$ cat config.mk
export PLATFORM = sky130hd
export DESIGN_NAME = alpha_over_compositor_core
export DESIGN_NICKNAME = d
export VERILOG_FILES = /design/src/hw/rtl/aoc_pkg.sv /design/src/hw/rtl/aoc_front.sv /design/src/hw/rtl/aoc_div_stage.sv /design/src/hw/rtl/alpha_over_compositor_core.sv
export SDC_FILE = /design/constraint.sdc
export NUM_CORES = 2
export LEC_CHECK = 0
export BUFFER_PORTS_ARGS = -buffer_cell sky130_fd_sc_hd__buf_2
export CAP_MARGIN = 20
export CORE_MARGIN = 5
export CORE_UTILIZATION = 45
export DETAILED_ROUTE_END_ITERATION = 8
export SLEW_MARGIN = 15
export SYNTH_ARGS = -nofsm -noshare
export SYNTH_HDL_FRONTEND = slang
export SYNTH_SLANG_ARGS = --single-unit
$ cat constraint.sdc
create_clock -name clk -period 12.36 [get_ports clk]
set_input_delay 1.236 -clock clk [delete_from_list [all_inputs] [get_ports clk]]
set_output_delay 1.236 -clock clk [all_outputs]
set_load 0.02 [all_outputs]
$ cat src/hw/rtl/aoc_pkg.sv
// ============================================================================
// aoc_pkg: shared types and constants for the alpha over compositor
// Widths of the pixel fields, the divider lane format and alpha codes.
// ============================================================================
`default_nettype none

package aoc_pkg;

  // Pixel field widths
  localparam int unsigned CH_W  = 8;
  // Numerator is at most 255 * den, den at most 255 * 255
  localparam int unsigned NUM_W = 24;
  localparam int unsigned DEN_W = 16;
  // Quotient width, one divider stage per bit
  localparam int unsigned Q_W   = 8;
  // Three colour lanes plus the alpha lane
  localparam int unsigned LANES = 4;
  localparam int unsigned ALPHA_LANE = 3;

  // Alpha codes that select a pass-through
  localparam logic [CH_W-1:0] ALPHA_CLEAR  = 8'd0;
  localparam logic [CH_W-1:0] ALPHA_OPAQUE = 8'd255;

  // Divisor of the alpha lane, and the unit divisor for pass-through lanes
  localparam logic [DEN_W-1:0] ALPHA_DIV = 16'd255;
  localparam logic [DEN_W-1:0] UNIT_DIV  = 16'd1;

  // One divider lane: running remainder, divisor and partial quotient
  typedef struct packed {
    logic [NUM_W-1:0] rem;
    logic [DEN_W-1:0] dvs;
    logic [Q_W-1:0]   quo;
  } lane_t;

  typedef lane_t [LANES-1:0] lane_vec_t;

  // What travels from one pipeline stage to the next
  typedef struct packed {
    logic      vld;
    logic      last;
    lane_vec_t lanes;
  } stage_t;

endpackage

`default_nettype wire

$ cat src/hw/rtl/aoc_front.sv
// ============================================================================
// aoc_front: product stages of the compositor
// Forms the products, the blend denominator and the divider lanes over two
// register stages.
// ============================================================================
`default_nettype none

module aoc_front (
  input  wire logic                     clk,
  input  wire logic                     rst_n,
  input  wire logic                     vld_in,
  input  wire logic                     last_in,
  input  wire logic [aoc_pkg::CH_W-1:0] base_c  [3],
  input  wire logic [aoc_pkg::CH_W-1:0] base_a,
  input  wire logic [aoc_pkg::CH_W-1:0] draw_c  [3],
  input  wire logic [aoc_pkg::CH_W-1:0] draw_a,
  output aoc_pkg::stage_t               stg_out
);

  localparam int unsigned PW = 2 * aoc_pkg::CH_W;

  // Stage 1 registers
  logic                     vld1_r;
  logic                     last1_r;
  logic [aoc_pkg::CH_W-1:0] b1_r  [3];
  logic [aoc_pkg::CH_W-1:0] d1_r  [3];
  logic [aoc_pkg::CH_W-1:0] ba1_r;
  logic [aoc_pkg::CH_W-1:0] da1_r;
  logic [aoc_pkg::CH_W-1:0] wa1_r;
  logic [PW-1:0]            pd1_r [3];
  logic [PW-1:0]            pb1_r [3];
  logic [aoc_pkg::DEN_W-1:0] den1_r;

  logic [aoc_pkg::CH_W-1:0]  wa_nxt;
  logic [PW-1:0]             bw_nxt;
  logic [PW-1:0]             pd_nxt [3];
  logic [PW-1:0]             pb_nxt [3];
  logic [aoc_pkg::DEN_W:0]   den_wide;
  logic [aoc_pkg::DEN_W-1:0] den_nxt;

  // Stage 2 registers
  aoc_pkg::stage_t          stg2_r;
  aoc_pkg::lane_vec_t       lanes_nxt;
  logic [aoc_pkg::NUM_W-1:0] pbw_nxt [3];
  logic [aoc_pkg::NUM_W-1:0] num_nxt [3];

  // Form per-channel products and the denominator 255*da + ba*(255-da)
  always_comb begin
    wa_nxt   = aoc_pkg::ALPHA_OPAQUE - draw_a;
    bw_nxt   = {8'b0, base_a} * {8'b0, wa_nxt};
    den_wide = ({1'b0, draw_a, 8'b0} - {9'b0, draw_a}) + {1'b0, bw_nxt};
    den_nxt  = den_wide[aoc_pkg::DEN_W-1:0];
    for (int i = 0; i < 3; i++) begin
      pd_nxt[i] = {8'b0, draw_c[i]} * {8'b0, draw_a};
      pb_nxt[i] = {8'b0, base_c[i]} * {8'b0, base_a};
    end
  end

  always_ff @(posedge clk) begin
    if (!rst_n) begin
      vld1_r <= 1'b0;
    end else begin
      vld1_r <= vld_in;
    end
  end

  always_ff @(posedge clk) begin
    last1_r <= last_in;
    ba1_r   <= base_a;
    da1_r   <= draw_a;
    wa1_r   <= wa_nxt;
    den1_r  <= den_nxt;
    for (int i = 0; i < 3; i++) begin
      b1_r[i]  <= base_c[i];
      d1_r[i]  <= draw_c[i];
      pd1_r[i] <= pd_nxt[i];
      pb1_r[i] <= pb_nxt[i];
    end
  end

  // Build the numerators and pick the lanes; pass-through lanes divide by one
  always_comb begin
    for (int i = 0; i < 3; i++) begin
      pbw_nxt[i] = {8'b0, pb1_r[i]} * {16'b0, wa1_r};
      num_nxt[i] = ({pd1_r[i], 8'b0} - {8'b0, pd1_r[i]}) + pbw_nxt[i];
    end
    for (int i = 0; i < aoc_pkg::LANES; i++) begin
      lanes_nxt[i].quo = '0;
    end
    if (da1_r == aoc_pkg::ALPHA_CLEAR) begin
      for (int i = 0; i < 3; i++) begin
        lanes_nxt[i].rem = {16'b0, b1_r[i]};
        lanes_nxt[i].dvs = aoc_pkg::UNIT_DIV;
      end
      lanes_nxt[aoc_pkg::ALPHA_LANE].rem = {16'b0, ba1_r};
      lanes_nxt[aoc_pkg::ALPHA_LANE].dvs = aoc_pkg::UNIT_DIV;
    end else if (da1_r == aoc_pkg::ALPHA_OPAQUE) begin
      for (int i = 0; i < 3; i++) begin
        lanes_nxt[i].rem = {16'b0, d1_r[i]};
        lanes_nxt[i].dvs = aoc_pkg::UNIT_DIV;
      end
      lanes_nxt[aoc_pkg::ALPHA_LANE].rem = {16'b0, da1_r};
      lanes_nxt[aoc_pkg::ALPHA_LANE].dvs = aoc_pkg::UNIT_DIV;
    end else begin
      for (int i = 0; i < 3; i++) begin
        lanes_nxt[i].rem = num_nxt[i];
        lanes_nxt[i].dvs = den1_r;
      end
      lanes_nxt[aoc_pkg::ALPHA_LANE].rem = {8'b0, den1_r};
      lanes_nxt[aoc_pkg::ALPHA_LANE].dvs = aoc_pkg::ALPHA_DIV;
    end
  end

  always_ff @(posedge clk) begin
    if (!rst_n) begin
      stg2_r.vld <= 1'b0;
    end else begin
      stg2_r.vld <= vld1_r;
    end
  end

  always_ff @(posedge clk) begin
    stg2_r.last  <= last1_r;
    stg2_r.lanes <= lanes_nxt;
  end

  assign stg_out = stg2_r;

endmodule

`default_nettype wire

$ cat src/hw/rtl/aoc_div_stage.sv
// ============================================================================
// aoc_div_stage: one restoring division step
// Resolves one quotient bit in every lane and registers the result.
// ============================================================================
`default_nettype none

module aoc_div_stage #(
  parameter int unsigned BIT_IDX = aoc_pkg::Q_W - 1
) (
  input  wire logic            clk,
  input  wire logic            rst_n,
  input  wire aoc_pkg::stage_t stg_in,
  output aoc_pkg::stage_t      stg_out
);

  aoc_pkg::stage_t           stg_r;
  aoc_pkg::lane_vec_t        lanes_nxt;
  logic [aoc_pkg::NUM_W-1:0] shifted [aoc_pkg::LANES];

  // Subtract the shifted divisor where it fits and set the quotient bit
  always_comb begin
    for (int i = 0; i < aoc_pkg::LANES; i++) begin
      lanes_nxt[i] = stg_in.lanes[i];
      shifted[i]   = {{(aoc_pkg::NUM_W - aoc_pkg::DEN_W){1'b0}}, stg_in.lanes[i].dvs}
                     << BIT_IDX;
      if (stg_in.lanes[i].rem >= shifted[i]) begin
        lanes_nxt[i].rem          = stg_in.lanes[i].rem - shifted[i];
        lanes_nxt[i].quo[BIT_IDX] = 1'b1;
      end
    end
  end

  always_ff @(posedge clk) begin
    if (!rst_n) begin
      stg_r.vld <= 1'b0;
    end else begin
      stg_r.vld <= stg_in.vld;
    end
  end

  always_ff @(posedge clk) begin
    stg_r.last  <= stg_in.last;
    stg_r.lanes <= lanes_nxt;
  end

  assign stg_out = stg_r;

endmodule

`default_nettype wire

$ cat src/hw/rtl/alpha_over_compositor_core.sv
// ============================================================================
// alpha_over_compositor_core: non-premultiplied over compositing of pixels
// Blends a draw pixel over a base pixel with exact integer quotients.
// ============================================================================
//
//  channel  | ports                                         | handshake
//  ---------+-----------------------------------------------+------------------
//  input    | in_base_c0..2, in_base_alpha, in_draw_c0..2,  | start & !busy
//           | in_draw_a, in_last                            |
//  result   | out_c0..2, out_alpha, out_last                | out_valid, 1 cycle
//
//  One item is taken every clock cycle; busy is always low.
//  The pipeline has two product stages, then eight restoring division
//  stages that each resolve one quotient bit across all four lanes.
//  Synchronous active-low reset clears only the stage valid bits.
//  The receiver cannot stall, so results leave the last stage register
//  directly as a one-cycle strobe.
// ============================================================================
`default_nettype none

module alpha_over_compositor_core (
  input  wire logic                     clk,
  input  wire logic                     rst_n,
  input  wire logic                     start,
  output wire logic                     busy,
  input  wire logic [aoc_pkg::CH_W-1:0] in_base_c0,
  input  wire logic [aoc_pkg::CH_W-1:0] in_base_c1,
  input  wire logic [aoc_pkg::CH_W-1:0] in_base_c2,
  input  wire logic [aoc_pkg::CH_W-1:0] in_base_alpha,
  input  wire logic [aoc_pkg::CH_W-1:0] in_draw_c0,
  input  wire logic [aoc_pkg::CH_W-1:0] in_draw_c1,
  input  wire logic [aoc_pkg::CH_W-1:0] in_draw_c2,
  input  wire logic [aoc_pkg::CH_W-1:0] in_draw_a,
  input  wire logic                     in_last,
  output wire logic                     out_valid,
  output wire logic [aoc_pkg::CH_W-1:0] out_c0,
  output wire logic [aoc_pkg::CH_W-1:0] out_c1,
  output wire logic [aoc_pkg::CH_W-1:0] out_c2,
  output wire logic [aoc_pkg::CH_W-1:0] out_alpha,
  output wire logic                     out_last
);

  logic [aoc_pkg::CH_W-1:0] base_c [3];
  logic [aoc_pkg::CH_W-1:0] draw_c [3];
  aoc_pkg::stage_t          stg [aoc_pkg::Q_W + 1];

  // Every cycle can take an item
  assign busy = 1'b0;

  assign base_c[0] = in_base_c0;
  assign base_c[1] = in_base_c1;
  assign base_c[2] = in_base_c2;
  assign draw_c[0] = in_draw_c0;
  assign draw_c[1] = in_draw_c1;
  assign draw_c[2] = in_draw_c2;

  // Products, denominator and lane setup
  aoc_front u_front (
    .clk     (clk),
    .rst_n   (rst_n),
    .vld_in  (start),
    .last_in (in_last),
    .base_c  (base_c),
    .base_a  (in_base_alpha),
    .draw_c  (draw_c),
    .draw_a  (in_draw_a),
    .stg_out (stg[0])
  );

  // Divider chain, most significant quotient bit first
  for (genvar k = 0; k < aoc_pkg::Q_W; k++) begin : g_div
    aoc_div_stage #(
      .BIT_IDX (aoc_pkg::Q_W - 1 - k)
    ) u_div_stage (
      .clk     (clk),
      .rst_n   (rst_n),
      .stg_in  (stg[k]),
      .stg_out (stg[k+1])
    );
  end

  // Drive results from the last stage register
  assign out_valid = stg[aoc_pkg::Q_W].vld;
  assign out_last  = stg[aoc_pkg::Q_W].last;
  assign out_c0    = stg[aoc_pkg::Q_W].lanes[0].quo;
  assign out_c1    = stg[aoc_pkg::Q_W].lanes[1].quo;
  assign out_c2    = stg[aoc_pkg::Q_W].lanes[2].quo;
  assign out_alpha = stg[aoc_pkg::Q_W].lanes[aoc_pkg::ALPHA_LANE].quo;

endmodule

`default_nettype wire
# Yosys cells after proc, flatten, opt, wreduce, memory -nomap -nowiden
# Memory sizes are Yosys's and may differ from the RTL's.
# Cells that the tools add are included.
dict set report totals {
  register_bits 1228
  mem_bits_rw 144
  out_inout_bits 35
  elab_cells 263
  mem_count 4
}
# memory words width read_ports rd_ports_with_merged_regs write_ports line
set mem_list {}
lappend mem_list {u_front.pb1_r 3 16 3 0 3 aoc_front.sv:31} ;# logic [PW-1:0] pb1_r [3];
lappend mem_list {u_front.pd1_r 3 16 3 0 3 aoc_front.sv:30} ;# logic [PW-1:0] pd1_r [3];
lappend mem_list {u_front.b1_r 3 8 3 0 3 aoc_front.sv:25} ;# logic [aoc_pkg::CH_W-1:0] b1_r [3];
lappend mem_list {u_front.d1_r 3 8 3 0 3 aoc_front.sv:26} ;# logic [aoc_pkg::CH_W-1:0] d1_r [3];
dict set report classes {
  add_sub_neg 37
  mul 10
  magnitude_cmp 32
  n_eq_ne 1
  muxes 40
  n_reduce_logical 2
}
# operator n
set ops {}
lappend ops {{24-bit two-way mux} 36}
lappend ops {{8-bit by 8-bit multiplier with 16-bit output} 7}
lappend ops {{24-bit by 16-bit >= comparator with 1-bit output} 4}
lappend ops {{24-bit by 17-bit >= comparator with 1-bit output} 4}
lappend ops {{24-bit by 18-bit >= comparator with 1-bit output} 4}
lappend ops {{24-bit by 19-bit >= comparator with 1-bit output} 4}
lappend ops {{24-bit by 20-bit >= comparator with 1-bit output} 4}
lappend ops {{24-bit by 21-bit >= comparator with 1-bit output} 4}
lappend ops {{24-bit by 22-bit >= comparator with 1-bit output} 4}
lappend ops {{24-bit by 23-bit >= comparator with 1-bit output} 4}
lappend ops {{24-bit by 17-bit subtractor with 24-bit output} 4}
lappend ops {{24-bit by 18-bit subtractor with 24-bit output} 4}
lappend ops {{24-bit by 19-bit subtractor with 24-bit output} 4}
lappend ops {{24-bit by 20-bit subtractor with 24-bit output} 4}
lappend ops {{24-bit by 21-bit subtractor with 24-bit output} 4}
lappend ops {{24-bit by 22-bit subtractor with 24-bit output} 4}
lappend ops {{24-bit by 23-bit subtractor with 24-bit output} 4}
lappend ops {{24-bit adder} 3}
lappend ops {{16-bit by 8-bit multiplier with 24-bit output} 3}
lappend ops {{24-bit by 16-bit subtractor with 24-bit output} 3}
lappend ops {{16-bit adder} 1}
lappend ops {{16-bit by 8-bit subtractor with 16-bit output} 1}
lappend ops {{8-bit == test, second input constant} 1}
lappend ops {{8-bit zero test} 1}
lappend ops {{other kinds (3)} 6}

# Longest topological paths before layout
# An unclocked memory read counts as a cell.
dict set report depth {
  word_depth 5
  mapped_depth 24
  ltp_nobuf 21
}

# Modules after synthesis
# From an unflattened synthesis, not the netlist that was laid out.
dict set report unflattened {
  cells_unflattened 11267
  area_unflattened_um2 104951.9
}
# module instances cells_each area_per_inst_um2 seq_area_each_um2
set by_module_without_submodules {}
lappend by_module_without_submodules {aoc_front 1 4043 36991.7 5705.5}
lappend by_module_without_submodules {{aoc_div_stage (g_div[5].u_div_stage)} 1 956 8725.9 3883.7}
lappend by_module_without_submodules {{aoc_div_stage (g_div[7].u_div_stage)} 1 926 8640.8 3883.7}
lappend by_module_without_submodules {{aoc_div_stage (g_div[4].u_div_stage)} 1 899 8554.5 3883.7}
lappend by_module_without_submodules {{aoc_div_stage (g_div[6].u_div_stage)} 1 906 8505.7 3883.7}
lappend by_module_without_submodules {{aoc_div_stage (g_div[1].u_div_stage)} 1 883 8481.9 3883.7}
lappend by_module_without_submodules {{aoc_div_stage (g_div[0].u_div_stage)} 1 876 8424.3 3883.7}
lappend by_module_without_submodules {{aoc_div_stage (g_div[3].u_div_stage)} 1 906 8396.8 3883.7}
lappend by_module_without_submodules {{aoc_div_stage (g_div[2].u_div_stage)} 1 870 8219.1 3883.7}
lappend by_module_without_submodules {alpha_over_compositor_core 1 2 11.3 0.0}

# Worst setup path after synthesis
# No wires, ideal clock.
dict set report synth_timing {
  path_type {reg-to-reg}
  start {register u_front.wa1_r[0] (netlist bit)}
  end {register u_front.stg2_r (netlist bit u_front.stg_out[140])}
  arrival_time_ps 5662
  required_time_ps 12232
  slack_ps 6570
  path_stages_with_launch 22
  n_path_buf 2
  path_cell_list {dfxtp_1 -> clkbuf_1 -> clkbuf_1 -> nand2_1 -> fa_1 -> inv_1 -> fa_1 -> fa_1 -> fa_1 -> inv_1 -> fa_1 -> inv_1 -> ha_1 -> a21oi_1 -> a21oi_1 -> a2111oi_0 -> nor3_1 -> a311oi_1 -> o21bai_1 -> a21o_1 -> xnor2_1 -> nor2_1}
}
dict set report synth_via {
  elab_chain_len 2
}
# item line
set synth_lines {}
lappend synth_lines {{start: declaration} aoc_front.sv:29} ;# logic [aoc_pkg::CH_W-1:0] wa1_r;
lappend synth_lines {{start signal: assignment} aoc_front.sv:71} ;# wa1_r <= wa_nxt;
lappend synth_lines {{16-bit by 8-bit multiplier with 24-bit output} aoc_front.sv:84} ;# pbw_nxt[i] = {8'b0, pb1_r[i]} * {16'b0, wa1_r};
lappend synth_lines {{24-bit adder} aoc_front.sv:85} ;# num_nxt[i] = ({pd1_r[i], 8'b0} - {8'b0, pd1_r[i]}) + pbw_nxt[i];
lappend synth_lines {{end: declaration} aoc_front.sv:42} ;# aoc_pkg::stage_t stg2_r;
# Every way passes these cells.
# A chain may end at the register's enable or synchronous reset.

# Final worst setup path
dict set report layout_timing {
  start {register u_front.wa1_r[1] (netlist bit)}
  end {register u_front.stg2_r (netlist bit u_front.stg_out[47])}
}
# The elaborated chain is that of the path after synthesis.

==> out/qor.yml <==
floorplanning:
  dieArea_sq_um: 191200
  initial_core_util_pct: 45.36
  io_pins: 103
  core_area_sq_um: 181100
  die_w_um: 437.3
  placementRows: 156
  die_y_um: 437.3
logic_synthesis:
  yosysWarnings: 0
  yosys.area.top_type_share_pct: 30.11
  yosysTopAreaCell: "dfxtp_1"
  synthesis.area_sq_um: 82170
  yosysSeqAreaShare_pct: 30.11
  synth.distinct_cells: 100
  synth_common_cells: "dfxtp_1 (1236), inv_1 (1084), ha_1 (878)"
  synth_edf_count: 0
  ys.flop_type: "dfxtp_1"
  synth_most_common_cell: "dfxtp_1"
  synth.area.top_cells: "dfxtp_1 (30%), fa_1 (15%), ha_1 (13%)"
  async_reset_ff_share_pct: 0
  synthCells: 8844
  synth.avg_cell_area_sq_um: 9.291
  ys_seq_elements: 1236
drt:
  routed_wl_um: 215800
  routed_via_density: 5.290
  drcViolationCount: 0
  ant_nets: 0
  vias: 60370
  drt_iter0_drc: 3485
  drt_first_pass_iters: 5
  wire_per_inst_um: 18.91
clock_network:
  cts_max_path_buffers: 3
  cts_buffers: 142
  clock_latency_ns: 0.79
  cts_root_buf: "clkbuf_16"
  cts_setup_buffers: 0
  path_clk_slew_ns: 0.06
  hold_buffers: 0
  cts_tree: "built"
  cts_sinks: 1236
  htreeDepth: 4
  cts.repair.resized: 0
global_routing:
  use_met3_pct: 2.786
  first_global_vias: 62040
  grt_pass1_wl_um: 343100
  antenna_found_initial: 11
  grtUsageMet1_pct: 27.45
  grtUsageMet2_pct: 39.94
  grt_max_degree: 56
  top_usage_layer: "met2"
  grt_usage_pct: 22.58
  overflow: 0
layout:
  drive_gt1_share_pct: 6.296
  area_growth_pct: 9.870
  nets: 10500
setup_path:
  critPathCaptureType: "register"
  critical_path.max_fanout: 32
  criticalPathCategory: "register to register"
  cp.required_ns: 13.02
  worstPathArrival_ns: 7.45
  worstSetupStartpointType: "register"
timing:
  setup_viol_count_final: 0
  rsz0062_at_grt: "no"
  tightest_slew_ns: 1.031
  skew_ns: 0.04732
  whs_ns: 0.3065
  period_share_pct: 54.90
  slew_headroom_pct: 31.28
  hold_viol: 0
  max_freq_ghz: 0.1474
  fin_crit_ns: 6.786
  finalSetupTns_ns: 0
  drv_slew: 0
run_status:
  outcome: "complete, no violations"
place:
  numPortBuffers: 101
  dpl.hpwl_um: 174700
  gp_congestion: 0.9101
run:
  maxCapViolCount: 0
min_path:
  hp-class: "register to register"
cell type report:
| cell class | instances | area, sq um |
|---|---|---|
| diodes | 5 | 12.51 |
| clock buffers | 184 | 3963 |
| clock inverters | 76 | 1146 |
| fillers | 16730 | 90860 |
| inverters | 1091 | 4095 |
| multi-input cells | 6316 | 52600 |
| flip-flops and latches | 1236 | 24740 |
| well taps | 2370 | 2965 |
| repair buffers | 134 | 757.0 |
critical path, stage by stage (launching register included):
cell and delay [ns]:
dfxtp_1 0.87, buf_4 0.49, nand2_1 0.16, fa_1 0.54, inv_1 0.06, fa_1 0.50
inv_1 0.05, fa_1 0.53, inv_1 0.05, fa_1 0.43, ha_1 0.29, ha_1 0.32
o21ai_0 0.27, nand2_1 0.11, a31oi_1 0.31, o21ai_0 0.19, o41ai_1 0.61, o211ai_1 0.24
a221oi_1 0.37, xnor2_1 0.17, nor2_1 0.05
cell families after synthesis:
logic type | Yosys count | synth area share [%]
and+or+nand+nor | 2559 | 15.41
AOI/OAI and AO/OA | 1541 | 11.90
adders and majority gates | 1509 | 28.74
buffers and inverters | 1297 | 5.995
DFF | 1236 | 30.11
xor gates and xnor gates | 574 | 6.118
muxes | 127 | 1.713
other | 1 | 0.004564
cell usage in the layout (no fill, tap or decap), types with 24 or more instances in the layout:
cell type / instances
nand2b_1: 88
nand3_1: 103
buf_2: 101
nand4_1: 58
o21a_1: 68
ha_1: 878
xnor2_1: 345
dfxtp_1: 1236
o21bai_1: 58
clkbuf_16: 143
a21oi_1: 459
nor3_1: 149
fa_1: 631
and3_1: 43
o31ai_1: 47
a211oi_1: 38
nor4_1: 67
a31oi_1: 59
or3_1: 47
or2_2: 31
a21boi_0: 32
inv_1: 1084
o211ai_1: 25
a21o_1: 199
clkinv_2: 24
buf_4: 32
nor2_1: 484
nand2_1: 815
and2_1: 438
mux2_2: 85
o21ai_0: 346
mux2i_1: 36
nor2b_1: 117
xor2_1: 229
metal layers:
layer / up-vias / routed length, um / part of all wire [%]
li1: 29540 / - / -
met1: 29100 / 91060 / 42
met4: 2 / 11030 / 5.1
met3: 414 / 8505 / 3.9
met2: 1315 / 105200 / 49
met5: - / 13 / 0.0060
metrics by stage:
stage | cell area, sq um | instances | util, % | worst slack (ns)
2_1_floorplan | 82190 | 8849 | - | 6.570
3_3_place_gp | 85150 | 11150 | 47.01 | 5.538
3_5_place_dp | 85160 | 11150 | 47.01 | 5.553
4_1_cts | 90270 | 11410 | 49.83 | 5.655
5_1_grt | 90270 | 11410 | 49.83 | 5.269
6_report | 90280 | 11410 | 49.84 | 5.574
path summary, 6_finish.rpt:
kind,slack (ns),end,cells past startpoint,startpoint
max,5.57,u_front.stg_out[47],20,u_front.wa1_r[1]
max reg2reg,5.57,u_front.stg_out[47],20,u_front.wa1_r[1]
min,0.31,g_div[2].u_div_stage.stg_out[55],0,g_div[1].u_div_stage.stg_out[55]
min reg2reg,0.31,g_div[2].u_div_stage.stg_out[55],0,g_div[1].u_div_stage.stg_out[55]
sequential cells by signal, indices dropped and copies added (netlist names):
signal,cells
u_front.stg_out,99
u_front.ba1_r,8
u_front.den1_r,16
u_front.d1_r,24
u_front.pb1_r,48
g_div.u_div_stage.stg_out,951
u_front.da1_r,8
u_front.b1_r,24
u_front.last1_r,1
u_front.pd1_r,48
u_front.wa1_r,8
u_front.vld1_r,1
Power is left out: the tool's default activity adds up to more than one toggle a clock period on the data nets, which glitch-free logic cannot reach.
